### src/design/bcb_queue.sv
module bcb_queue #(
    parameter type T     = logic,
    parameter int  DEPTH = 2
) (
    input  logic                       clk,
    input  logic                       rst_n,
    input  logic                       push,
    input  T                           din,
    output logic                       full,
    input  logic                       pop,
    output T                           dout,
    output logic                       empty,
    output logic [$clog2(DEPTH+1)-1:0] count
);

    localparam int PW = (DEPTH > 1) ? $clog2(DEPTH) : 1;
    localparam int CW = $clog2(DEPTH + 1);

    T                slot_reg [DEPTH];
    logic [PW-1:0]   wr_ptr_reg;
    logic [PW-1:0]   wr_ptr_next;
    logic [PW-1:0]   rd_ptr_reg;
    logic [PW-1:0]   rd_ptr_next;
    logic [CW-1:0]   count_reg;
    logic [CW-1:0]   count_next;
    logic            do_push;
    logic            do_pop;

    assign full    = (count_reg == CW'(DEPTH));
    assign empty   = (count_reg == '0);
    assign count   = count_reg;
    assign dout    = slot_reg[rd_ptr_reg];
    assign do_push = push && !full;
    assign do_pop  = pop && !empty;

    always_comb
    begin
        wr_ptr_next = wr_ptr_reg;
        rd_ptr_next = rd_ptr_reg;
        count_next  = count_reg;
        if (do_push)
        begin
            wr_ptr_next = (wr_ptr_reg == PW'(DEPTH - 1)) ? '0 : wr_ptr_reg + 1'b1;
        end
        if (do_pop)
        begin
            rd_ptr_next = (rd_ptr_reg == PW'(DEPTH - 1)) ? '0 : rd_ptr_reg + 1'b1;
        end
        if (do_push && !do_pop)
        begin
            count_next = count_reg + 1'b1;
        end
        else if (do_pop && !do_push)
        begin
            count_next = count_reg - 1'b1;
        end
    end

    always_ff @(posedge clk or negedge rst_n)
    begin
        if (!rst_n)
        begin
            wr_ptr_reg <= '0;
            rd_ptr_reg <= '0;
            count_reg  <= '0;
        end
        else
        begin
            wr_ptr_reg <= wr_ptr_next;
            rd_ptr_reg <= rd_ptr_next;
            count_reg  <= count_next;
        end
    end

    always_ff @(posedge clk)
    begin
        if (do_push)
        begin
            slot_reg[wr_ptr_reg] <= din;
        end
    end

endmodule

### config.mk
export PLATFORM = sky130hd
export DESIGN_NAME = bcb_queue
export DESIGN_NICKNAME = d
export VERILOG_FILES = /design/src/design/bcb_queue.sv
export SDC_FILE = /design/constraint.sdc
export NUM_CORES = 1
export LEC_CHECK = 0
export BUFFER_PORTS_ARGS = -buffer_cell sky130_fd_sc_hd__buf_2
export CORE_AREA = 5 5 42 44
export CTS_BUF_LIST = sky130_fd_sc_hd__clkbuf_16
export DETAILED_ROUTE_END_ITERATION = 6
export DIE_AREA = 0 0 47 49
export PLACE_DENSITY_LB_ADDON = 0.12
export SETUP_SLACK_MARGIN = 0.15
export SYNTH_ARGS = -nofsm -noshare
export SYNTH_HDL_FRONTEND = slang
export SYNTH_SLANG_ARGS = --single-unit
### constraint.sdc
create_clock -name clk -period 1.6 [get_ports clk]
set_clock_uncertainty 0.1 [all_clocks]
set_input_delay 0.48 -clock clk [delete_from_list [all_inputs] [get_ports clk]]
set_output_delay 0.48 -clock clk [all_outputs]
set_load 0.1 [all_outputs]
==> metrics.csv <==
stage;metric;value;unit
outcome;outcome;finished with violations;
outcome;failing checks;setup timing;
logic_synthesis;register area share after synthesis;59.8;%
die;die area;0.00230;mm²
die;Starting Density;19.1;%
sta;Max Slew Vio Count;0;
sta;fin crit period;1710;ps
sta;Final period util;107;%
logic_synthesis;Syn Nets;28;
cells_and_area;most frequent cells in the layout;buf_12 (6), buf_4 (6), buf_2 (4);
setup_path;Worst Setup Path Type;register to output pin;
logic_synthesis;synthesized netlist cell count;22;
logic_synthesis;Synth Area in Simple Gates;10.3;%
setup_path;worst-path cell chain;nand2b_4 -> clkinvlp_4 -> buf_12;
sta;Slew HR;89.5;%
global_route;GRT Resource Usage Total;7.93;%
min_path;number of cells on the worst hold path;1;
sta;worst slew pin tran;156;ps
die;die boundary width;47;µm
logic_synthesis;Synth Area in Adders;4.67;%
route;post-route DRC violation count;0;
cts;TritonCTS buffer count;3;
die;Die H;49;µm
min_path;Hold WC Path Type;input pin to register;
place;worst slack, placed;26.0;ps
setup_path;cell count along the critical path;3;
setup_path;r2r worst-path depth;8;
cts;CTS root buf;clkbuf_16;
cells_and_area;Ant. Diodes;0;
logic_synthesis;largest family of logic cells by synthesized area;XOR/XNOR gates;
cells_and_area;share of cells above drive strength 1;75.6;%
setup_path;Worst path max stage delay;490;ps
global_route;GRT overflow;0;
cts;H-tree levels;1;
route;Detailed Route WL;699;µm
logic_synthesis;Yosys cell types;12;
cts;CTS sink count;6;
die;I/O pins;10;
setup_path;WP buf/inv;2;
logic_synthesis;post-synthesis mux area share;4.21;%
setup_path;crit end category;output pin;
setup_path;Worst path slowest cell;dfrtp_4;
logic_synthesis;YS warnings;0;
place;GPL Wtd Cong;0.653;
logic_synthesis;#FFs+latches synth;6;
die;Core Rows;14;
route;drt first pass iters;4;
global_route;first-pass GRT wire length;1.10;mm
setup_path;worst endpoint required time;1020;ps
cts;Clk Latency, worst-skew pair;230;ps
global_route;largest net degree at the start of global routing;5;
cts;CTS tree;yes;
route;vias post-DR;235;
setup_path;launching element type of the critical path;register;
global_route;initial antenna violation count;0;
cts;CTS Buffer Depth;2;
sta;RSZ-0062 raised after global routing;yes;
die;core area;0.00140;mm²
global_route;vias in the first global route;252;
cts;CTS clk-pin slew, worst paths;40;ps
logic_synthesis;Synth area leader;dfrtp_1;
logic_synthesis;Avg Cell Area, Syn;12.2;µm²
cells_and_area;Syn-to-layout area delta;148;%
logic_synthesis;top-area cell type share of the netlist area;37.4;%
sta;final-report setup violation count;5;
job;maxcap violations;0;
setup_path;largest fanout on the critical path;3;
logic_synthesis;Cell Area, Synth;268;µm²
route;vias per std cell;3.85;
route;WL per Instance;11.5;µm
setup_path;Critical Path AT;1130;ps
logic_synthesis;Compound-Gate Fraction of Synth Area;1.87;%
logic_synthesis;xor and xnor area share after synthesis;16.4;%
route;Initial DRC Count;2;
sta;Final Hold Viols;0;
cells_and_area;Final nets;52;
sta;fmax;0.584;GHz
setup_path;Worst path top cell family by delay;flip-flops;
logic_synthesis;top cells by area, synth;dfrtp_1 (37%), edfxtp_1 (22%), xnor2_1 (9.8%), xor2_1 (6.5%), ha_1 (4.7%);
route;post-route ant nets;0;
place;PortBufs;9;
sta;Final WS setup;-111;ps
## worst paths after layout
kind,start,to,slack [ps]
worst max register to register,count[0]$_DFFE_PN0P_,count[1]$_DFFE_PN0P_,20
max in group asynchronous,rst_n,count[1]$_DFFE_PN0P_,760
worst min-delay path,din,slot_reg[0]$_DFFE_PP_,340
worst min register to register,wr_ptr_reg$_DFFE_PN0N_,wr_ptr_reg$_DFFE_PN0N_,390
worst max-delay path,count[0]$_DFFE_PN0P_,full,-110
min in group asynchronous,rst_n,count[0]$_DFFE_PN0P_,490
## kinds of logic (layout without fill, tap and decap cells)
logic type,after synthesis,after routing
buf+inv,2,25
mux,1,1
simple gates,6,6
flops,6,6
compound gates,1,1
xor+xnor,5,5
fa+ha+maj,1,1
## layout make-up
cell class	instances	area (µm²)
fillers	127	738
repair buffers	19	218
flip-flops and latches	6	168
multi-input cells	14	168
clock buffers	3	75.1
well taps	16	20.0
inverters	2	11.3
clock inverters	1	3.75
## what timing repair did
item / CTS / global route
pin swaps: 2 / 3
hold buffers: 1 / 0
endpoints found under the setup margin: 6 / 7
hold endpoints to repair: 4 / 0
cloned: 0 / 0
gates resized for setup: 3 / 9
buffers inserted: 4 / 2
## per-layer routing
metal	track usage (%)	part of all wire (%)	vias to the layer above
li1	-	-	114
met3	6.64	8.6	3
met2	9.73	51	7
met1	7.37	35	111
met5	0	0	-
met4	8.29	5.2	0
## Yosys cell counts, drive strengths merged
| library cell | count |
|---|---|
| ha | 1 |
| dfrtp | 4 |
| mux2 | 1 |
| inv | 2 |
| o21ai | 1 |
| and3 | 1 |
| xor2 | 2 |
| nor2 | 3 |
| nand2b | 1 |
| nand2 | 1 |
| xnor2 | 3 |
| edfxtp | 2 |
## stage by stage
stage,hold WS [ps],cells,area [µm²],util [%],TNS [ps]
after floorplan,84.4,22,298,-,-576
after global placement,195,50,460,32.9,0
after detailed placement,199,50,460,32.9,0
after CTS,340,59,588,42.0,-394
after global routing,342,61,663,47.3,-551
final,342,61,663,47.3,-351
Power is left out: the tool's default activity adds up to more than one toggle a clock period on the data nets, which glitch-free logic cannot reach.
