`config.mk`:
```
export PLATFORM = sky130hd
export DESIGN_NAME = bcb_front
export DESIGN_NICKNAME = d
export VERILOG_FILES = /design/src/design/bcb_pkg.sv /design/src/design/bcb_front.sv
export SDC_FILE = /design/constraint.sdc
export NUM_CORES = 1
export LEC_CHECK = 0
export CORE_MARGIN = 5
export CORE_UTILIZATION = 52
export CTS_BUF_LIST = sky130_fd_sc_hd__clkbuf_4 sky130_fd_sc_hd__clkbuf_8 sky130_fd_sc_hd__clkbuf_16
export DETAILED_ROUTE_END_ITERATION = 7
export DONT_BUFFER_PORTS = 1
export PLACE_DENSITY_LB_ADDON = 0.1
export SYNTH_ARGS = -nofsm -noshare
export SYNTH_HDL_FRONTEND = slang
export SYNTH_SLANG_ARGS = --single-unit
export TNS_END_PERCENT = 1
```
`constraint.sdc`:
```
create_clock -name clk -period 1.9 [get_ports clk]
set_input_delay 0.19 -clock clk [delete_from_list [all_inputs] [get_ports clk]]
set_output_delay 0.19 -clock clk [all_outputs]
set_load 0.005 [all_outputs]
```
`src/design/bcb_pkg.sv`:
```
package bcb_pkg;

    localparam int CAPACITY_DEF     = 4096;
    localparam int MAX_TRANSFER_DEF = 64;
    localparam int OP_W             = 3;
    localparam int LEN_W            = 13;
    localparam int BYTE_W           = 8;
    localparam int STATUS_W         = 2;
    localparam int CMDQ_DEPTH       = 2;
    localparam int RESQ_DEPTH       = 4;

    typedef enum logic [OP_W-1:0] {
        OP_ENQ_START  = 3'd0,
        OP_ENQ_DATA   = 3'd1,
        OP_DEQUEUE    = 3'd2,
        OP_PEEK       = 3'd3,
        OP_ADV_READ   = 3'd4,
        OP_ADV_WRITE  = 3'd5,
        OP_CLEAR      = 3'd6,
        OP_INVALID    = 3'd7
    } opcode_t;

    typedef logic [STATUS_W-1:0] status_t;

    localparam status_t ST_ACCEPT = 2'd0;
    localparam status_t ST_REFUSE = 2'd1;
    localparam status_t ST_DATA   = 2'd2;

    typedef struct packed {
        opcode_t            op;
        logic [LEN_W-1:0]   len;
        logic [BYTE_W-1:0]  din;
        logic               too_long;
        logic               len_zero;
    } cmd_t;

    typedef struct packed {
        status_t            status;
        logic [BYTE_W-1:0]  data;
        logic               last;
        logic [LEN_W-1:0]   used;
        logic [LEN_W-1:0]   free;
        logic [LEN_W-1:0]   wspan;
        logic [LEN_W-1:0]   rspan;
    } result_t;

    typedef enum logic {
        BK_IDLE,
        BK_BURST
    } back_state_t;

endpackage

```
`src/design/bcb_front.sv`:
```
module bcb_front #(
    parameter int MAX_TRANSFER = bcb_pkg::MAX_TRANSFER_DEF
) (
    input  logic                        clk,
    input  logic                        rst_n,
    input  logic                        push,
    output logic                        full,
    input  logic [bcb_pkg::OP_W-1:0]    opcode,
    input  logic [bcb_pkg::LEN_W-1:0]   transfer_length,
    input  logic [bcb_pkg::BYTE_W-1:0]  data_byte_in,
    output logic                        cmd_push,
    output bcb_pkg::cmd_t               cmd,
    input  logic                        cmd_full
);

    import bcb_pkg::*;

    logic   valid_reg;
    logic   valid_next;
    cmd_t   cmd_reg;
    cmd_t   cmd_next;
    logic   accept;

    assign full     = valid_reg && cmd_full;
    assign accept   = push && !full;
    assign cmd_push = valid_reg;
    assign cmd      = cmd_reg;

    // Decode the beat; the length limit of dequeue and peek is settled here.
    always_comb
    begin
        cmd_next.op       = opcode_t'(opcode);
        cmd_next.len      = transfer_length;
        cmd_next.din      = data_byte_in;
        cmd_next.too_long = (transfer_length > LEN_W'(MAX_TRANSFER));
        cmd_next.len_zero = (transfer_length == '0);
        valid_next        = accept || (valid_reg && cmd_full);
    end

    always_ff @(posedge clk or negedge rst_n)
    begin
        if (!rst_n)
        begin
            valid_reg <= 1'b0;
        end
        else
        begin
            valid_reg <= valid_next;
        end
    end

    always_ff @(posedge clk)
    begin
        if (accept)
        begin
            cmd_reg <= cmd_next;
        end
    end

endmodule

```
==> metrics.txt <==
Rows 14; Worst Path Required 1.90 ns; n_diodes 0; leak pwr 0.000405 uW; Final Skew 0.00282 ns; top post-synthesis cells by area edfxtp_1 (90%), dfrtp_1 (2.9%), nor4_1 (1.4%), or4_4 (1.3%), and2_1 (0.72%); P&R area growth vs syn 36.7%; Synth cell types 12; GR Util met3 5.81%; clock edge transition at the registers on the reported setup and hold paths 0.13 ns; busiest grt layer met2; max-cap check violation count 0; Crit Reg-Reg Startpoint cmd_push$_DFF_PN0_; CP arrival 1.37 ns; # setup viols final 0; Vias 475; period utilisation layout 71.8%; Congestion Overflow GR 0; vias in the first global route 522; Max VDD drop 0.000567 V; core footprint 1540 um^2; H-tree level count 1; met2 Use GR 23.8%; #FFs+latches synth 27; GRT met1 Usage 14.3%; Die Y 51.0 um; sequential-to-total area share from yosys stat 92.4%; fill count 77; Avg WL per Cell 19.5 um; Die Wd 51.0 um; most frequent cell after synthesis edfxtp_1; final core occ 77.4%; largest net degree at the start of global routing 27; Syn Inst Count 38; crit-path max FO 26; synth warn 0; cell accounting for the most synthesized area edfxtp_1; worst skew pair latency 0.31 ns; Clock Tree Root clkbuf_4; Pwr Total 1020 uW; Slew @ Worst Pin 0.393 ns; Setup crit end kind flip-flop; vias per cell 5.59; Synth Net Count 66; Ports 56; Async SR Flop Fraction 3.70%; Port-buffer cells 0; Mean Syn Cell Area 22.9 um^2; RSZ-0062 raised after global routing no; first-pass GRT wire length 2520 um; Post-synth EDFFs 26; total track usage 13.6%; crit path time final 1.36 ns; Final Hold Vio Count 0; Crit. Startpoint cmd_push$_DFF_PN0_; Synth top area share 89.5%; Pwr Density 853 nW/um^2; antenna violations before repair 0; clk buf depth 2; non-filler cells in the finished layout 85; Die ar. 2600 um^2; Slew HR 73.5%; Starting Density 56.6%; post-synthesis cell area 872 um^2; Post-CTS Setup Bufs 0; Final Net Count 98; max reg flops 26; Iteration-0 DRC Markers 6; Fmax 733 MHz; share of layout cells above drive strength 1 11.6%; CTS tree yes; hold path startpoint transfer_length[9]; Post-synth top flop edfxtp_1; CTS sink cnt 27; placed cell count 55; WL final 1660 um; post-route ant nets 0; router iterations before antenna repair 4; Setup CP Type flip-flop to flip-flop; HP Class input pin to flip-flop; pins over their slew limit 0; status completed; Resized cells post-CTS 0; hold slack final 0.0484 ns; most frequent cells after synthesis edfxtp_1 (26), nor4_1 (2); total CTS buffers 3; RePlAce Congestion 0.621; drt drc 0; crit start category flip-flop; Setup TNS 0 ns
==> through the flow <==
| step | worst slack (ns) | area (um^2) |
|---|---|---|
| 2_1_floorplan | 0.223 | 875 |
| 3_3_place_gp | 0.579 | 902 |
| 3_5_place_dp | 0.568 | 902 |
| 4_1_cts | 0.545 | 1190 |
| 5_1_grt | 0.462 | 1190 |
| 6_report | 0.535 | 1190 |
==> final timing paths <==
kind,endpoint,slack [ns],cells after the start
max,cmd[14]$_DFFE_PP_,0.54,3
min,cmd[1]$_DFFE_PP_,0.05,1
max reg2reg,cmd[14]$_DFFE_PP_,0.54,3
min reg2reg,cmd_push$_DFF_PN0_,0.76,2
max in group asynchronous,cmd_push$_DFF_PN0_,1.71,1
min in group asynchronous,cmd_push$_DFF_PN0_,0.08,1
==> cells in the final DEF, fill, tap and decap left out <==
cell	instances
edfxtp_1	26
dlygate4sd3_1	26
clkbuf_4	4
nor4_1	2
or4_4	1
nor3_1	1
nand2_1	1
and2_1	1
or2_2	1
nor2_1	1
a21oi_1	1
or3_1	1
nor2b_2	1
dfrtp_1	1
buf_4	1
==> cells by family (layout without fill, tap and decap cells) <==
kind of cell	after synthesis	after routing	share of synthesized area, %
AND/OR/NAND/NOR	10	10	7.03
AO/OA/AOI/OAI	1	1	0.573
buffers and inverters	0	31	0
flip-flops	27	27	92.4
==> final cells by class <==
cell class	instances	area [um^2]	area share, %
Sequential cell	27	806	67.6
Timing Repair Buffer	27	268	22.5
Multi-Input combinational cell	11	68.8	5.77
Clock buffer	4	30.0	2.52
Tap cell	16	20.0	1.68
==> worst max-delay path, stage by stage (launching register included) <==
cell and delay [ns]:
dfrtp_1 0.42, and2_1 0.21, nor2b_2 0.11, buf_4 0.30
==> routing by layer <==
layer | vias up | part of all wire (%)
li1 | 210 | -
met1 | 217 | 33
met2 | 46 | 53
met3 | 2 | 13
met4 | 0 | 0.90
met5 | - | 0
==> where the power goes <==
group | leakage [uW] | switching [uW] | internal (uW)
Combinational | 0.000130 | 25.3 | 42.0
Sequential | 0.000257 | 16.2 | 690
Clock | 0.0000184 | 147 | 96.2
==> timing repair <==
action                                 in CTS  in global routing
hold buffers                               26                  0
endpoints found under the hold margin      26                  0
setup endpoints to repair                   0                  0
No activity file was read; power rests on OpenSTA's default activity.
